<file path="src/calendar_date_adder_macros.svh">
// Assertion macros for the calendar date adder.
// Used by the top level only; no dependencies.
`ifndef CALENDAR_DATE_ADDER_MACROS_SVH
`define CALENDAR_DATE_ADDER_MACROS_SVH

// Condition that holds at every clock edge out of reset.
`define CDA_ASSERT_ALWAYS(label, clk, rst_n, cond, msg) \
	label: assert property (@(posedge clk) disable iff (!rst_n) (cond)) else $error(msg);

// Consequent in the same cycle as the antecedent.
`define CDA_ASSERT_IMP(label, clk, rst_n, ante, cons, msg) \
	label: assert property (@(posedge clk) disable iff (!rst_n) (ante) |-> (cons)) else $error(msg);

// Consequent in the cycle after the antecedent.
`define CDA_ASSERT_NEXT(label, clk, rst_n, ante, cons, msg) \
	label: assert property (@(posedge clk) disable iff (!rst_n) (ante) |=> (cons)) else $error(msg);

`endif

</file>
<file path="src/cda_pkg.sv">
// Shared types, constants and functions of the calendar date adder.
// No dependencies.
`default_nettype none

package cda_pkg;

	localparam int unsigned YEAR_BITS = 16;
	localparam int unsigned SUM_W     = ((YEAR_BITS > 16) ? YEAR_BITS : 16) + 1;
	localparam int unsigned TOTAL_W   = 17;
	localparam int unsigned QUOT_W    = 13;

	typedef logic [YEAR_BITS-1:0] year_t;
	typedef logic [3:0]           month_t;
	typedef logic [4:0]           day_t;
	typedef logic [15:0]          amount_t;
	typedef logic [SUM_W-1:0]     sum_t;
	typedef logic [TOTAL_W-1:0]   total_t;
	typedef logic [QUOT_W-1:0]    quot_t;

	typedef enum logic [1:0] {
		FN_LOAD   = 2'd0,
		FN_DAYS   = 2'd1,
		FN_MONTHS = 2'd2,
		FN_YEARS  = 2'd3
	} func_t;

	typedef enum logic [1:0] {
		ST_OK       = 2'd0,
		ST_BAD_LOAD = 2'd1,
		ST_OVERFLOW = 2'd2
	} status_t;

	localparam year_t  YEAR_MAX   = '1;
	localparam year_t  RESET_YEAR = year_t'(2000);
	localparam month_t MONTH_JAN  = 4'd1;
	localparam month_t MONTH_FEB  = 4'd2;
	localparam month_t MONTH_MAR  = 4'd3;
	localparam month_t MONTH_DEC  = 4'd12;
	localparam day_t   DAY_FIRST  = 5'd1;
	localparam day_t   DAY_LEAP   = 5'd29;

	// x / 3 == (x * DIV3_MUL) >> DIV3_SHIFT for any 16-bit x
	localparam logic [31:0] DIV3_MUL   = 32'd43691;
	localparam int unsigned DIV3_SHIFT = 17;

	// multiplicative inverse of 25 modulo 2^64, by Newton iteration
	function automatic logic [63:0] inv25_calc();
		logic [63:0] x;
		x = 64'd25;
		for (int i = 0; i < 5; i++) begin
			x = x * (64'd2 - 64'd25 * x);
		end
		return x;
	endfunction

	localparam year_t INV25     = year_t'(inv25_calc());
	localparam year_t DIV25_LIM = YEAR_MAX / 25;

	function automatic day_t month_len(input logic leap, input month_t m);
		day_t len;
		case (m) inside
			4'd2:                   len = leap ? 5'd29 : 5'd28;
			4'd4, 4'd6, 4'd9, 4'd11: len = 5'd30;
			default:                len = 5'd31;
		endcase
		return len;
	endfunction

	typedef struct packed {
		day_t    len;
		logic    fits;
		day_t    d_sum;
		amount_t n_rem;
	} step_t;

endpackage

`default_nettype wire

</file>
<file path="src/cda_in_if.sv">
// Request channel of the calendar date adder: operation and load date.
// Depends on cda_pkg.
`default_nettype none

interface cda_in_if;
	logic              valid;
	logic              ready;
	logic [1:0]        func;
	cda_pkg::amount_t  amount;
	logic [15:0]       load_year;
	cda_pkg::month_t   load_month;
	cda_pkg::day_t     load_day;

	modport source (output valid, func, amount, load_year, load_month, load_day,
		input ready);
	modport sink (input valid, func, amount, load_year, load_month, load_day,
		output ready);
endinterface

`default_nettype wire

</file>
<file path="src/cda_out_if.sv">
// Response channel of the calendar date adder: date held and status.
// Depends on cda_pkg.
`default_nettype none

interface cda_out_if;
	logic              valid;
	logic              ready;
	logic [15:0]       year;
	cda_pkg::month_t   month;
	cda_pkg::day_t     day;
	logic [1:0]        status;

	modport source (output valid, year, month, day, status, input ready);
	modport sink (input valid, year, month, day, status, output ready);
endinterface

`default_nettype wire

</file>
<file path="src/cda_leap.sv">
// Gregorian leap-year test on one year.
// Divisibility by 25 through multiplication by its modular inverse. Depends on cda_pkg.
`default_nettype none

module cda_leap (
	input  cda_pkg::year_t year,
	output logic           leap
);

	cda_pkg::year_t prod;
	logic           div25;

	assign prod  = cda_pkg::year_t'(year * cda_pkg::INV25);
	assign div25 = (prod <= cda_pkg::DIV25_LIM);

	// century years only when divisible by 400 (i.e. by 16 once divisible by 25)
	assign leap = (year[1:0] == 2'd0) && !(div25 && (year[3:0] != 4'd0));

endmodule

`default_nettype wire

</file>
<file path="src/cda_step.sv">
// Month-step unit: month length, room left in the month and the remaining day count.
// Shared by the add-days walk and the load check. Depends on cda_pkg.
`default_nettype none

module cda_step (
	input  cda_pkg::month_t  m,
	input  cda_pkg::day_t    d,
	input  cda_pkg::amount_t n,
	input  logic             leap,
	output cda_pkg::step_t   res
);

	cda_pkg::day_t len;
	cda_pkg::day_t left;

	assign len  = cda_pkg::month_len(leap, m);
	// a day past month end counts as the last day
	assign left = (d <= len) ? cda_pkg::day_t'(len - d) : 5'd0;

	assign res.len   = len;
	assign res.fits  = (n <= cda_pkg::amount_t'(left));
	assign res.d_sum = cda_pkg::day_t'(d + n[4:0]);
	assign res.n_rem = cda_pkg::amount_t'(n - cda_pkg::amount_t'(left) - 16'd1);

endmodule

`default_nettype wire

</file>
<file path="src/calendar_date_adder.sv">
// Calendar date adder: holds a Gregorian date (reset 2000-01-01) and applies one
// operation per request transaction (load, add days, add months, add years), returning
// the date held and a status in one response transaction. One request is processed at a
// time and the request channel is not ready until the result sits in the output
// register. Load goes through S_LEAP and S_LCHK, add months through S_MDIV and
// S_MADD, add years through S_LEAP and S_YFIX, each then S_DONE. Add days walks the
// shared month-step unit one month per cycle in S_WALK, with a fresh leap test in
// S_LEAP at each year boundary crossed. S_DONE waits while a previous response
// still sits unaccepted in the output register.
// Depends on cda_pkg, cda_in_if, cda_out_if, cda_leap, cda_step and the macro header.
`default_nettype none

`include "calendar_date_adder_macros.svh"

module calendar_date_adder (
	input  logic       clk,
	input  logic       arst_n,
	cda_in_if.sink     req,
	cda_out_if.source  rsp
);

	typedef enum logic [2:0] {
		S_IDLE,
		S_LEAP,
		S_LCHK,
		S_WALK,
		S_MDIV,
		S_MADD,
		S_YFIX,
		S_DONE
	} state_t;

	state_t              state_q;
	cda_pkg::func_t      func_q;
	cda_pkg::amount_t    n_q;
	cda_pkg::year_t      wy_q;
	cda_pkg::month_t     wm_q;
	cda_pkg::day_t       wd_q;
	logic                leap_q;
	logic                bad_q;
	logic                ovf_q;
	cda_pkg::total_t     tot_q;
	cda_pkg::quot_t      quo_q;
	cda_pkg::year_t      cur_y_q;
	cda_pkg::month_t     cur_m_q;
	cda_pkg::day_t       cur_d_q;
	cda_pkg::status_t    st_q;
	logic                rsp_valid_q;
	logic [15:0]         rsp_year_q;
	cda_pkg::month_t     rsp_month_q;
	cda_pkg::day_t       rsp_day_q;
	logic [1:0]          rsp_status_q;

	logic                leap_y;
	cda_pkg::step_t      step;
	cda_pkg::sum_t       add_b;
	cda_pkg::sum_t       yr_sum;
	logic                yr_ovf;
	cda_pkg::total_t     tot_next;
	logic [31:0]         div_prod;
	cda_pkg::quot_t      quo_next;
	cda_pkg::total_t     quo12;
	cda_pkg::total_t     rem;
	logic                lyear_bad;
	logic                lmonth_bad;

	cda_leap u_leap (
		.year (wy_q),
		.leap (leap_y)
	);

	cda_step u_step (
		.m    (wm_q),
		.d    (wd_q),
		.n    (n_q),
		.leap (leap_q),
		.res  (step)
	);

	// one year adder: amount on acceptance, quotient of the month split later
	assign add_b  = (state_q == S_IDLE) ? cda_pkg::sum_t'(req.amount)
		: cda_pkg::sum_t'(quo_q);
	assign yr_sum = cda_pkg::sum_t'(cur_y_q) + add_b;
	assign yr_ovf = (yr_sum > cda_pkg::sum_t'(cda_pkg::YEAR_MAX));

	assign tot_next = cda_pkg::total_t'(cur_m_q) - cda_pkg::total_t'(1)
		+ cda_pkg::total_t'(req.amount);

	// divide by 12: shift by 2, then multiply by the reciprocal of 3
	assign div_prod = 32'(tot_q[cda_pkg::TOTAL_W-1:2]) * cda_pkg::DIV3_MUL;
	assign quo_next = cda_pkg::quot_t'(div_prod >> cda_pkg::DIV3_SHIFT);
	assign quo12    = (cda_pkg::total_t'(quo_q) << 3) + (cda_pkg::total_t'(quo_q) << 2);
	assign rem      = cda_pkg::total_t'(tot_q - quo12);

	assign lyear_bad  = (req.load_year == 16'd0)
		|| (cda_pkg::sum_t'(req.load_year) > cda_pkg::sum_t'(cda_pkg::YEAR_MAX));
	assign lmonth_bad = (req.load_month == 4'd0) || (req.load_month > cda_pkg::MONTH_DEC);

	assign req.ready  = (state_q == S_IDLE);
	assign rsp.valid  = rsp_valid_q;
	assign rsp.year   = rsp_year_q;
	assign rsp.month  = rsp_month_q;
	assign rsp.day    = rsp_day_q;
	assign rsp.status = rsp_status_q;

	always_ff @(posedge clk or negedge arst_n) begin
		if (!arst_n) begin
			state_q      <= S_IDLE;
			func_q       <= cda_pkg::FN_LOAD;
			n_q          <= '0;
			wy_q         <= cda_pkg::RESET_YEAR;
			wm_q         <= cda_pkg::MONTH_JAN;
			wd_q         <= cda_pkg::DAY_FIRST;
			leap_q       <= 1'b0;
			bad_q        <= 1'b0;
			ovf_q        <= 1'b0;
			tot_q        <= '0;
			quo_q        <= '0;
			cur_y_q      <= cda_pkg::RESET_YEAR;
			cur_m_q      <= cda_pkg::MONTH_JAN;
			cur_d_q      <= cda_pkg::DAY_FIRST;
			st_q         <= cda_pkg::ST_OK;
			rsp_valid_q  <= 1'b0;
			rsp_year_q   <= '0;
			rsp_month_q  <= '0;
			rsp_day_q    <= '0;
			rsp_status_q <= '0;
		end else begin
			if (rsp_valid_q && rsp.ready && (state_q != S_DONE)) begin
				rsp_valid_q <= 1'b0;
			end
			unique case (state_q)
				S_IDLE: begin
					if (req.valid) begin
						func_q <= cda_pkg::func_t'(req.func);
						n_q    <= req.amount;
						tot_q  <= tot_next;
						unique case (cda_pkg::func_t'(req.func))
							cda_pkg::FN_LOAD: begin
								wy_q    <= cda_pkg::year_t'(req.load_year);
								wm_q    <= req.load_month;
								wd_q    <= req.load_day;
								bad_q   <= lyear_bad || lmonth_bad;
								ovf_q   <= 1'b0;
								state_q <= S_LEAP;
							end
							cda_pkg::FN_DAYS: begin
								wy_q    <= cur_y_q;
								wm_q    <= cur_m_q;
								wd_q    <= cur_d_q;
								bad_q   <= 1'b0;
								ovf_q   <= 1'b0;
								state_q <= S_LEAP;
							end
							cda_pkg::FN_MONTHS: begin
								wy_q    <= cur_y_q;
								wm_q    <= cur_m_q;
								wd_q    <= cur_d_q;
								bad_q   <= 1'b0;
								ovf_q   <= 1'b0;
								state_q <= S_MDIV;
							end
							cda_pkg::FN_YEARS: begin
								wy_q    <= cda_pkg::year_t'(yr_sum);
								wm_q    <= cur_m_q;
								wd_q    <= cur_d_q;
								bad_q   <= 1'b0;
								ovf_q   <= yr_ovf;
								state_q <= S_LEAP;
							end
						endcase
					end
				end
				S_LEAP: begin
					leap_q <= leap_y;
					unique case (func_q)
						cda_pkg::FN_LOAD:                     state_q <= S_LCHK;
						cda_pkg::FN_DAYS:                     state_q <= S_WALK;
						cda_pkg::FN_MONTHS, cda_pkg::FN_YEARS: state_q <= S_YFIX;
					endcase
				end
				S_LCHK: begin
					if (bad_q || (wd_q == 5'd0) || (wd_q > step.len)) begin
						st_q <= cda_pkg::ST_BAD_LOAD;
					end else begin
						cur_y_q <= wy_q;
						cur_m_q <= wm_q;
						cur_d_q <= wd_q;
						st_q    <= cda_pkg::ST_OK;
					end
					state_q <= S_DONE;
				end
				S_WALK: begin
					if (step.fits) begin
						cur_y_q <= wy_q;
						cur_m_q <= wm_q;
						cur_d_q <= step.d_sum;
						st_q    <= cda_pkg::ST_OK;
						state_q <= S_DONE;
					end else begin
						n_q  <= step.n_rem;
						wd_q <= cda_pkg::DAY_FIRST;
						if (wm_q >= cda_pkg::MONTH_DEC) begin
							wm_q <= cda_pkg::MONTH_JAN;
							if (wy_q == cda_pkg::YEAR_MAX) begin
								st_q    <= cda_pkg::ST_OVERFLOW;
								state_q <= S_DONE;
							end else begin
								wy_q    <= cda_pkg::year_t'(wy_q + cda_pkg::year_t'(1));
								state_q <= S_LEAP;
							end
						end else begin
							wm_q <= cda_pkg::month_t'(wm_q + 4'd1);
						end
					end
				end
				S_MDIV: begin
					quo_q   <= quo_next;
					state_q <= S_MADD;
				end
				S_MADD: begin
					if (yr_ovf) begin
						st_q <= cda_pkg::ST_OVERFLOW;
					end else begin
						cur_y_q <= cda_pkg::year_t'(yr_sum);
						cur_m_q <= cda_pkg::month_t'(rem[3:0] + 4'd1);
						st_q    <= cda_pkg::ST_OK;
					end
					state_q <= S_DONE;
				end
				S_YFIX: begin
					if (ovf_q) begin
						st_q <= cda_pkg::ST_OVERFLOW;
					end else begin
						cur_y_q <= wy_q;
						if ((cur_m_q == cda_pkg::MONTH_FEB) && (cur_d_q == cda_pkg::DAY_LEAP)
							&& !leap_q) begin
							cur_m_q <= cda_pkg::MONTH_MAR;
							cur_d_q <= cda_pkg::DAY_FIRST;
						end
						st_q <= cda_pkg::ST_OK;
					end
					state_q <= S_DONE;
				end
				S_DONE: begin
					if (!rsp_valid_q || rsp.ready) begin
						rsp_valid_q  <= 1'b1;
						rsp_year_q   <= 16'(cur_y_q);
						rsp_month_q  <= cur_m_q;
						rsp_day_q    <= cur_d_q;
						rsp_status_q <= 2'(st_q);
						state_q      <= S_IDLE;
					end
				end
				default: begin
					state_q <= S_IDLE;
				end
			endcase
		end
	end

	`CDA_ASSERT_ALWAYS(a_month_range, clk, arst_n, (cur_m_q >= cda_pkg::MONTH_JAN) && (cur_m_q <= cda_pkg::MONTH_DEC), "held month out of range")
	`CDA_ASSERT_NEXT(a_busy_after_accept, clk, arst_n, req.valid && req.ready, !req.ready, "request accepted while busy")
	`CDA_ASSERT_NEXT(a_idle_date_stable, clk, arst_n, state_q == S_IDLE, $stable(cur_y_q) && $stable(cur_m_q) && $stable(cur_d_q), "date changed while idle")

endmodule

`default_nettype wire
</file>
<file path="src/flat_wrapper.sv">
// flat-port wrapper written by rule: the top's interface ports become plain ports
module calendar_date_adder_flat 
  (clk, arst_n, req_valid, req_func, req_amount, req_load_year, req_load_month, req_load_day, req_ready, rsp_valid, rsp_year, rsp_month, rsp_day, rsp_status, rsp_ready);
  cda_in_if req_i ();
  cda_out_if rsp_i ();
  input  logic clk;
  input  logic arst_n;
  input wire logic [$bits(req_i.valid)-1:0] req_valid;
  input wire logic [$bits(req_i.func)-1:0] req_func;
  input wire logic [$bits(req_i.amount)-1:0] req_amount;
  input wire logic [$bits(req_i.load_year)-1:0] req_load_year;
  input wire logic [$bits(req_i.load_month)-1:0] req_load_month;
  input wire logic [$bits(req_i.load_day)-1:0] req_load_day;
  output wire logic [$bits(req_i.ready)-1:0] req_ready;
  output wire logic [$bits(rsp_i.valid)-1:0] rsp_valid;
  output wire logic [$bits(rsp_i.year)-1:0] rsp_year;
  output wire logic [$bits(rsp_i.month)-1:0] rsp_month;
  output wire logic [$bits(rsp_i.day)-1:0] rsp_day;
  output wire logic [$bits(rsp_i.status)-1:0] rsp_status;
  input wire logic [$bits(rsp_i.ready)-1:0] rsp_ready;
  assign req_i.valid = req_valid;
  assign req_i.func = req_func;
  assign req_i.amount = req_amount;
  assign req_i.load_year = req_load_year;
  assign req_i.load_month = req_load_month;
  assign req_i.load_day = req_load_day;
  assign req_ready = req_i.ready;
  assign rsp_valid = rsp_i.valid;
  assign rsp_year = rsp_i.year;
  assign rsp_month = rsp_i.month;
  assign rsp_day = rsp_i.day;
  assign rsp_status = rsp_i.status;
  assign rsp_i.ready = rsp_ready;
  calendar_date_adder u_core (.clk(clk), .arst_n(arst_n), .req(req_i), .rsp(rsp_i));
endmodule
</file>
<file path="config.mk">
export PLATFORM = sky130hd
export DESIGN_NAME = calendar_date_adder_flat
export DESIGN_NICKNAME = d
export VERILOG_FILES = /design/src/cda_pkg.sv /design/src/cda_in_if.sv /design/src/cda_out_if.sv /design/src/cda_leap.sv /design/src/cda_step.sv /design/src/calendar_date_adder.sv /design/src/flat_wrapper.sv
export VERILOG_INCLUDE_DIRS = /design/src /design/src/src
export SDC_FILE = /design/constraint.sdc
export NUM_CORES = 1
export LEC_CHECK = 0
export CAP_MARGIN = 20
export CORE_ASPECT_RATIO = 0.9
export CORE_MARGIN = 3
export CORE_UTILIZATION = 60
export DETAILED_ROUTE_END_ITERATION = 6
export DONT_BUFFER_PORTS = 1
export PLACE_DENSITY = 0.72
export SKIP_LAST_GASP = 1
export SYNTH_ARGS = -nofsm -noshare
export SYNTH_HDL_FRONTEND = slang
export SYNTH_HIERARCHICAL = 1
export SYNTH_SLANG_ARGS = --single-unit
</file>
<file path="constraint.sdc">
create_clock -name clk -period 10.85 [get_ports clk]
set_input_delay 1.6275 -clock clk [delete_from_list [all_inputs] [get_ports clk]]
set_output_delay 1.6275 -clock clk [all_outputs]
set_load 0.01 [all_outputs]
</file>
### Yosys cells after proc, flatten, opt, wreduce, memory -nomap -nowiden

Cells that the tools add are included.

* memories: 0
* RAM bits: 0
* bits in read-only memories: 0
* bits in latches: 0
* output and inout bits: 29
* bits in registers: 134
* input port bits: 47
* word-level logic and storage cells: 175

* add/subtract/negate cells: 12
* order comparisons: 7
* multiplexer cells: 59
* $mul: 2
* shifts and indexed selects: 0
* bitwise gates (word level): 0
* reductions and logical operators: 41
* divide/modulo/power cells: 0
* equal/unequal tests: 34

Operators with widths (count)
* 16-bit 2-to-1 mux: 11
* 16-bit case mux with 2 select lines: 2
* 16-bit case mux with 4 select lines: 1
* 16-bit case mux with 3 select lines: 1
* 5-bit 2-to-1 mux: 8
* 4-bit 2-to-1 mux: 8
* 15-bit by 16-bit multiplier with 30-bit output, second input constant: 1
* 5-bit case mux with 2 select lines: 2
* 3-bit case mux with 6 select lines: 1
* 16-bit by 17-bit adder with 17-bit output: 1
* 17-bit by 16-bit adder with 17-bit output: 1
* 17-bit by 16-bit greater-than comparator with 1-bit output, second input constant: 1
* 16-bit by 1-bit adder with 16-bit output, second input constant: 1
* 16-bit == test, second input constant: 1
* 16-bit by 12-bit <= comparator with 1-bit output, second input constant: 1
* 16-bit by 5-bit <= comparator with 1-bit output: 1
* 16-bit zero test: 1
* 16-bit by 15-bit multiplier with 16-bit output, second input constant: 1
* 4-bit case mux with 2 select lines: 2
* 4-bit case mux with 4 select lines: 1
* 16-bit by 1-bit subtractor with 16-bit output, second input constant: 1
* 16-bit by 5-bit subtractor with 16-bit output: 1
* 3-bit 2-to-1 mux: 5
* 5-bit case mux with 3 select lines: 1
* 46 further kinds: 100

### Depth between registers and ports, before layout

Gate-level depths: netlist of run 1.

* word-level depth: 10
* gate-level depth with buffers: 20
* depth with buffers taken out: 19

### Modules after synthesis

The synthesis of run 1 kept the hierarchy.

Modules (own cells, without submodules)
* calendar_date_adder: times used 1, seq. area each 3373.2 um2, cells each 1263, area an instance 11823.8 um2
* cda_leap: times used 1, seq. area each 0.0 um2, cells each 165, area an instance 1624.1 um2
* cda_step: times used 1, seq. area each 0.0 um2, cells each 106, area an instance 857.1 um2

### Worst setup path before layout of run 1

No wires, ideal clock.

* path kind: flip-flop to flip-flop
* start point: register u_core.tot_q[13]
* end point: register u_core.quo_q[5]
* setup time: 135 ps
* data required time: 10715 ps
* clock period less this slack: 5424 ps
* buffers on the path: 0
* stages on the path, launching flop included: 18
* arrival: 5288 ps
* slack: 5426 ps
* cell sequence: dfrtp_1 -> ha_1 -> inv_1 -> fa_1 -> inv_1 -> fa_1 -> fa_1 -> fa_1 -> fa_1 -> ha_1 -> a21o_1 -> a211o_1 -> a211o_1 -> a31oi_2 -> o21ai_1 -> o41ai_1 -> xor2_1 -> o21ai_0

* longest elaborated chain between the ends: 1

RTL lines
* start: declaration: line calendar_date_adder.sv:42 `cda_pkg::total_t tot_q;`
* start signal: assignment: line calendar_date_adder.sv:137 `tot_q <= tot_next;`
* 15-bit by 16-bit multiplier with 30-bit output: line calendar_date_adder.sv:90 `assign div_prod = 32'(tot_q[cda_pkg::TOTAL_W-1:2]) * cda_pkg::DIV3_MUL;`
* end signal: assignment: line calendar_date_adder.sv:218 `quo_q <= quo_next;`
* end: declaration: line calendar_date_adder.sv:43 `cda_pkg::quot_t quo_q;`

No other way between the ends.
A chain may end at the register's enable or synchronous reset.

### Final worst setup path of run 1

* start point: register u_core.tot_q[4]
* end point: register u_core.quo_q[12]

The elaborated chain is that of the path after synthesis.

==> results of run 1 <==
==> Yosys cell counts, types with 27 or more instances <==
library cell / count / share of area, %
nand2_1: 164 / 4.3
o21ai_0: 85 / 3.0
nor3_1: 30 / 1.0
fa_1: 79 / 11
ha_1: 224 / 20
a21oi_1: 70 / 2.4
nor2_1: 77 / 2.0
inv_1: 171 / 4.5
xor2_1: 36 / 2.2
mux2_2: 52 / 4.1
dfrtp_1: 118 / 21
xnor2_1: 41 / 2.5
a31oi_1: 27 / 1.2
clkbuf_1: 36 / 0.94
==> flip-flops by register name (all words and copies together) (netlist names), 5 cells and up <==
name and count:
u_core/rsp.day 5, u_core/tot_q 17, u_core/wy_q 16, u_core/n_q 16
u_core/cur_y_q 16, u_core/quo_q 13, u_core/cur_d_q 5, u_core/wd_q 5
u_core/rsp.year 16
==> per-stage QoR <==
step / setup WS (ns) / instances / hold slack, ns / utilization [%]
finish: 4.81 / 1823 / 0.470 / 66.0
global route: 4.44 / 1822 / 0.510 / 66.0
CTS: 4.86 / 1822 / 0.473 / 66.0
detailed placement: 4.89 / 1790 / 0.455 / 63.3
global placement: 5.07 / 1790 / 0.449 / 63.3
floorplan: 5.43 / 1536 / 0.433 / -
==> metal layers <==
layer  global-route usage [%]  vias up
met1                     39.1     5340
met2                     41.8      313
met3                     7.89       46
li1                         -     5325
met5                        0        -
met4                     6.47        4
==> tightest hold or removal path, delay by kind of cell (launching register included) <==
family	cells	cell delay, ns
DFF	1	0.34
and+or+nand+nor	2	0.10
==> final cells by class <==
type	instances	area [µm²]	area share, %
Antenna cell	1	2.50	0.0165
Inverter	172	646	4.26
Tap cell	297	372	2.45
Timing Repair Buffer	6	45.0	0.297
Multi-Input combinational cell	1181	10100	66.5
Sequential cell	134	3370	22.2
Clock inverter	13	194	1.28
Clock buffer	19	443	2.92
==> worst paths after layout <==
path	to	slack, ns
min in group asynchronous	u_core/quo_q[3]	0.89
worst max-delay path	u_core/quo_q[12]	4.81
max in group asynchronous	u_core/cur_d_q[0]	9.65
worst min-delay path	u_core/bad_q	0.47
worst min register to register	u_core/bad_q	0.47
worst max register to register	u_core/quo_q[12]	4.81
==> kinds of logic (layout without fill, tap and decap cells) <==
| group | after synthesis | count (layout) | share of synthesized area [%] |
|---|---|---|---|
| and+or+nand+nor | 385 | 385 | 12.8 |
| AOI/OAI and AO/OA | 337 | 337 | 15.9 |
| adders and majority gates | 303 | 303 | 30.6 |
| buffers and inverters | 221 | 210 | 6.04 |
| DFF | 134 | 134 | 23.6 |
| xor gates and xnor gates | 81 | 81 | 5.30 |
| muxes | 72 | 72 | 5.70 |
| other | 1 | 4 | 0.0262 |
==> insert_results.sql, run 1 <==
INSERT INTO impl_metrics (metric_group, metric, value, unit) VALUES
('cells_and_area', 'syn_to_final_growth', '6.04', '%'),
('clocking', 'cts_buffers', '17', ''),
('yosys', 'syn-mean-instance-area', '9.33', 'µm²'),
('worst_setup_path', 'critical_path_required', '11.16', 'ns'),
('clocking', 'clk_path_buf_depth', '2', ''),
('worst_hold_path', 'hold_start', 'u_core/bad_q', ''),
('route', 'routed.top_layer', 'met5', ''),
('worst_setup_path', 'crit_path_start', 'u_core/tot_q[4]', ''),
('floorplanning', 'floorplan.core_area', '0.0230', 'mm²'),
('route', 'drt_iter0_markers', '914', ''),
('global_route', 'maximum_number_of_pins_on_one_net_before_global_route_repair', '135', ''),
('place', 'routabilityCongestion', '0.914', ''),
('sta', 'final_min_period_over_clock_period', '55.6', '%'),
('sta', 'achievable-frequency', '0.166', 'GHz'),
('clocking', 'cts-hold-fix-buffers', '0', ''),
('floorplanning', 'die_height', '152', 'µm'),
('route', 'drc', '0', ''),
('status', 'result_of_the_run', 'finished, final reports clean', ''),
('worst_setup_path', 'critical_path_class', 'reg2reg', ''),
('global_route', 'wire_length_of_the_first_global_routing_pass', '56.8', 'mm'),
('sta', 'max_slew.worst_pin.slew', '1.07', 'ns'),
('route', 'via_per_inst', '6.05', ''),
('worst_setup_path', 'worstPathBufferInverterCount', '4', ''),
('clocking', 'tritoncts', 'yes', ''),
('clocking', 'cts_max_level', '4', ''),
('worst_setup_path', 'cp_num_cells', '19', ''),
('worst_setup_path', 'path_delay_family', 'adder cells', ''),
('sta', 'unrepaired_setup_endpoints_after_global_routing', 'false', ''),
('worst_setup_path', 'crit_path_frequent_cell', 'fa_1', ''),
('floorplanning', 'die_width', '169', 'µm'),
('worst_hold_path', 'min_path_type', 'reg2reg', ''),
('route', 'antenna_violating_nets_post_route', '0', ''),
('sta', 'finalClockSkew', '0.0136', 'ns'),
('route', 'drtPass1Iterations', '5', ''),
('global_route', 'global_route.usage.total', '27.5', '%'),
('floorplanning', 'std_cell_rows', '52', ''),
('worst_setup_path', 'startpoint_type', 'flip-flop', ''),
('sta', 'report.final.hold_viol_count', '0', ''),
('worst_setup_path', 'rr_worst_depth', '19', ''),
('sta', 'fin_tns_setup', '0', 'ns'),
('cells_and_area', 'design.final.nets', '1862', ''),
('sta', 'timing.final.max_slew_violations', '0', ''),
('route', 'num_vias', '11028', ''),
('clocking', 'clkSinkCount', '134', ''),
('worst_setup_path', 'critPathMaxFanout', '4', ''),
('yosys', 'postSynthRegisterBits', '134', ''),
('clocking', 'clk_transition_reported_paths', '0.07', 'ns'),
('place', 'place.port_buffers', '0', ''),
('clocking', 'post_cts_resized', '0', ''),
('cells_and_area', 'post_route_cells_drive_above_1_share', '9.84', '%'),
('worst_hold_path', 'timing.hold.worst_path_depth', '2', ''),
('sta', 'timing.slew.headroom', '28.7', '%'),
('worst_setup_path', 'critical_path.max_stage_delay', '0.55', 'ns'),
('route', 'drt_wl_total', '34.5', 'mm'),
('clocking', 'clkLatencyLatePin', '0.43', 'ns'),
('worst_setup_path', 'timing.critical_path.cells', 'ha_1 -> inv_1 -> fa_1 -> fa_1 -> inv_1 -> fa_1 -> inv_1 -> fa_1 -> inv_1 -> fa_1 -> ha_1 -> nand4_1 -> a211oi_1 -> a211oi_2 -> nor4_2 -> o211ai_2 -> a311oi_1 -> o21ai_0 -> a41o_1', ''),
('global_route', 'antenna_violations_before_repair', '2', ''),
('yosys', 'synth_edf_count', '0', ''),
('cells_and_area', 'layout_commonest_cell', 'ha_1', ''),
('route', 'route.layer.met1.wl', '16.0', 'mm'),
('route', 'wire_per_inst', '18.9', 'µm'),
('place', 'detailedPlacementHpwl', '27.1', 'mm'),
('yosys', 'ys.warnings.count', '6', ''),
('flow_run', 'number_of_max_cap_violations', '0', ''),
('yosys', 'ys_types', '90', ''),
('global_route', 'grt_remaining_overflow', '0', ''),
('worst_setup_path', 'launch_point_of_the_worst_reg_to_reg_path', 'u_core/tot_q[4]', ''),
('floorplanning', 'dieArea', '0.0257', 'mm²'),
('cells_and_area', 'most-common-layout-cells', 'ha_1 (224), inv_1 (171), nand2_1 (164), dfrtp_1 (118), o21ai_0 (85)', ''),
('sta', 'layout_min_cycle_time', '6.04', 'ns'),
('cells_and_area', 'postLayoutCellArea', '0.0152', 'mm²');
Power of run 1 is left out: the tool's default activity adds up to more than one toggle a clock period on the data nets, which glitch-free logic cannot reach.
==> run 2: changes to the inputs <==
--- a/config.mk
+++ b/config.mk
@@ -12,7 +12,7 @@
 export CORE_UTILIZATION = 60
 export DETAILED_ROUTE_END_ITERATION = 6
 export DONT_BUFFER_PORTS = 1
-export PLACE_DENSITY = 0.72
+export PLACE_DENSITY = 0.75
 export SKIP_LAST_GASP = 1
 export SYNTH_ARGS = -nofsm -noshare
 export SYNTH_HDL_FRONTEND = slang
==> constraint.sdc (replaced) <==
create_clock -name clk -period 5.4 [get_ports clk]
set_input_delay 0.81 -clock clk [delete_from_list [all_inputs] [get_ports clk]]
set_output_delay 0.81 -clock clk [all_outputs]
set_load 0.01 [all_outputs]
==> insert_results.sql, run 2 (synthesis gave the netlist of run 1 again) <==
INSERT INTO impl_metrics (metric_group, metric, value, unit) VALUES
('clocking', 'clkSinkCount', '134', ''),
('clocking', 'clk_transition_reported_paths', '0.06', 'ns'),
('cells_and_area', 'postLayoutCellArea', '0.0156', 'mm²'),
('clocking', 'cts_buffers', '17', ''),
('place', 'routabilityCongestion', '0.903', ''),
('global_route', 'antenna_violations_before_repair', '1', ''),
('sta', 'layout_min_cycle_time', '5.44', 'ns'),
('worst_setup_path', 'crit_path_start', 'u_core/tot_q[2]', ''),
('worst_hold_path', 'min_path_type', 'in2async', ''),
('place', 'dpl.cell_count', '1822', ''),
('clocking', 'cts_max_level', '4', ''),
('cells_and_area', 'most-common-layout-cells', 'ha_1 (219), inv_1 (167), nand2_1 (164), dfrtp_1 (118), o21ai_0 (82)', ''),
('sta', 'fin_tns_setup', '-0.0520', 'ns'),
('floorplanning', 'dieArea', '0.0257', 'mm²'),
('worst_setup_path', 'critical_path_required', '5.71', 'ns'),
('floorplanning', 'pin_count', '76', ''),
('route', 'via_per_inst', '6.12', ''),
('sta', 'report.final.hold_viol_count', '0', ''),
('worst_setup_path', 'r2r_setup_slack', '-0.04', 'ns'),
('cells_and_area', 'largest_register_ff_count', '17', ''),
('sta', 'finalClockSkew', '0.0115', 'ns'),
('route', 'drc', '0', ''),
('worst_setup_path', 'reg2reg_to', 'u_core/quo_q[12]', ''),
('cells_and_area', 'syn_to_final_growth', '9.13', '%'),
('route', 'num_vias', '11375', ''),
('worst_setup_path', 'rr_worst_depth', '18', ''),
('floorplanning', 'die_height', '152', 'µm'),
('worst_setup_path', 'timing.critical_path.arrival', '5.74', 'ns'),
('status', 'result_of_the_run', 'finished with violations', ''),
('place', 'detailed_place.area', '0.0148', 'mm²'),
('cells_and_area', 'layout_commonest_cell', 'ha_1', ''),
('worst_setup_path', 'launch_point_of_the_worst_reg_to_reg_path', 'u_core/tot_q[2]', ''),
('clocking', 'clkLatencyLatePin', '0.43', 'ns'),
('sta', 'unrepaired_setup_endpoints_after_global_routing', 'true', ''),
('cells_and_area', 'design.final.nets', '1900', ''),
('global_route', 'via_count_of_the_first_global_routing_pass', '11333', ''),
('floorplanning', 'die_width', '169', 'µm'),
('worst_setup_path', 'critPathMaxFanout', '4', ''),
('floorplanning', 'std_cell_rows', '52', ''),
('route', 'drtPass1Iterations', '7', ''),
('clocking', 'cell_chosen_for_the_clock_root', 'clkbuf_16', ''),
('global_route', 'wire_length_of_the_first_global_routing_pass', '58.0', 'mm'),
('place', 'detailedPlacementHpwl', '27.2', 'mm'),
('sta', 'max_slew.worst_pin.slew', '1.13', 'ns'),
('worst_setup_path', 'startpoint_type', 'flip-flop', ''),
('route', 'antenna_violating_nets_post_route', '0', ''),
('sta', 'timing.final.max_slew_violations', '0', ''),
('place', 'detailedPlace.worstSlack', '-0.274', 'ns'),
('cells_and_area', 'number_of_antenna_cells_inserted', '0', ''),
('sta', 'timing.slew.headroom', '24.6', '%'),
('floorplanning', 'start_util', '62.3', '%'),
('status', 'violations', 'negative setup slack', ''),
('sta', 'achievable-frequency', '0.184', 'GHz'),
('cells_and_area', 'post_route_cells_drive_above_1_share', '13.6', '%'),
('sta', 'layout_setup_ws', '-0.0350', 'ns'),
('floorplanning', 'floorplan.core_area', '0.0230', 'mm²'),
('flow_run', 'number_of_max_cap_violations', '0', ''),
('place', 'place.port_buffers', '0', ''),
('global_route', 'grt_remaining_overflow', '0', ''),
('sta', 'finalSetupViolations', '2', ''),
('worst_setup_path', 'critical_path_class', 'reg2reg', ''),
('cells_and_area', 'layout.filler_cells', '1778', ''),
('clocking', 'tritoncts', 'yes', ''),
('clocking', 'clk_path_buf_depth', '2', ''),
('route', 'wire_per_inst', '19.0', 'µm'),
('global_route', 'global_route.usage.total', '28.0', '%'),
('route', 'drt_wl_total', '35.3', 'mm'),
('route', 'drt_iter0_markers', '1083', ''),
('sta', 'final_min_period_over_clock_period', '101', '%'),
('cells_and_area', 'max_flop_register', 'u_core/tot_q', ''),
('global_route', 'maximum_number_of_pins_on_one_net_before_global_route_repair', '135', ''),
('clocking', 'cts-hold-fix-buffers', '0', ''),
('cells_and_area', 'layout.cells.non_filler', '1860', ''),
('worst_setup_path', 'worstSetupEndpointType', 'flip-flop', '');
[run 2: how the worst max path moves through the flow]
stage	cells past startpoint	slack (ns)	to
2_1_floorplan	17	0.04	u_core/quo_q[12]
6_report	18	-0.04	u_core/quo_q[12]
3_3_place_gp	19	-0.14	u_core/quo_q[12]
4_1_cts	18	-0.07	u_core/quo_q[12]
3_5_place_dp	19	-0.27	u_core/quo_q[12]
5_1_grt	18	-0.20	u_core/quo_q[5]
[run 2: cell type report]
type	instances	area (µm²)	share of cell area, %
Timing Repair Buffer	44	342	2.19
Clock inverter	13	171	1.10
Inverter	172	646	4.14
Clock buffer	19	433	2.77
Tap cell	297	372	2.38
Multi-Input combinational cell	1181	10300	65.8
Sequential cell	134	3370	21.6
[run 2: repair_timing]
item,4_1_cts,5_1_grt
pin swaps,21,13
setup endpoints to repair,8,12
hold endpoints to repair,0,0
resized for setup,19,15
setup buffers,7,0
[run 2: per-stage QoR]
stage	utilization, %	hold WS, ns
2_1_floorplan	-	0.433
3_3_place_gp	64.4	0.452
3_5_place_dp	64.4	0.465
4_1_cts	67.7	0.0701
5_1_grt	68.0	0.0536
6_report	68.0	0.0801
[run 2: worst max-delay path, stage by stage, from the launching register on]
cell and delay [ns]:
dfrtp_1 0.41, ha_4 0.28, inv_2 0.04, fa_2 0.55, inv_2 0.06, fa_1 0.48
fa_2 0.41, fa_1 0.49, fa_1 0.57, ha_4 0.22, a21o_1 0.17, a211o_4 0.37
buf_6 0.13, o22ai_4 0.12, nor4_4 0.08, o211ai_2 0.26, a311oi_2 0.16, or3_1 0.34
a41o_1 0.19
[run 2: routing by layer]
layer	up-vias	GRT usage, %	routed length, µm
met5	-	0	0
met4	0	5.18	358
met3	46	5.86	2860
met2	387	44.3	16200
met1	5546	40.3	15900
li1	5396	-	-
Power of run 2 is left out for the same reason.
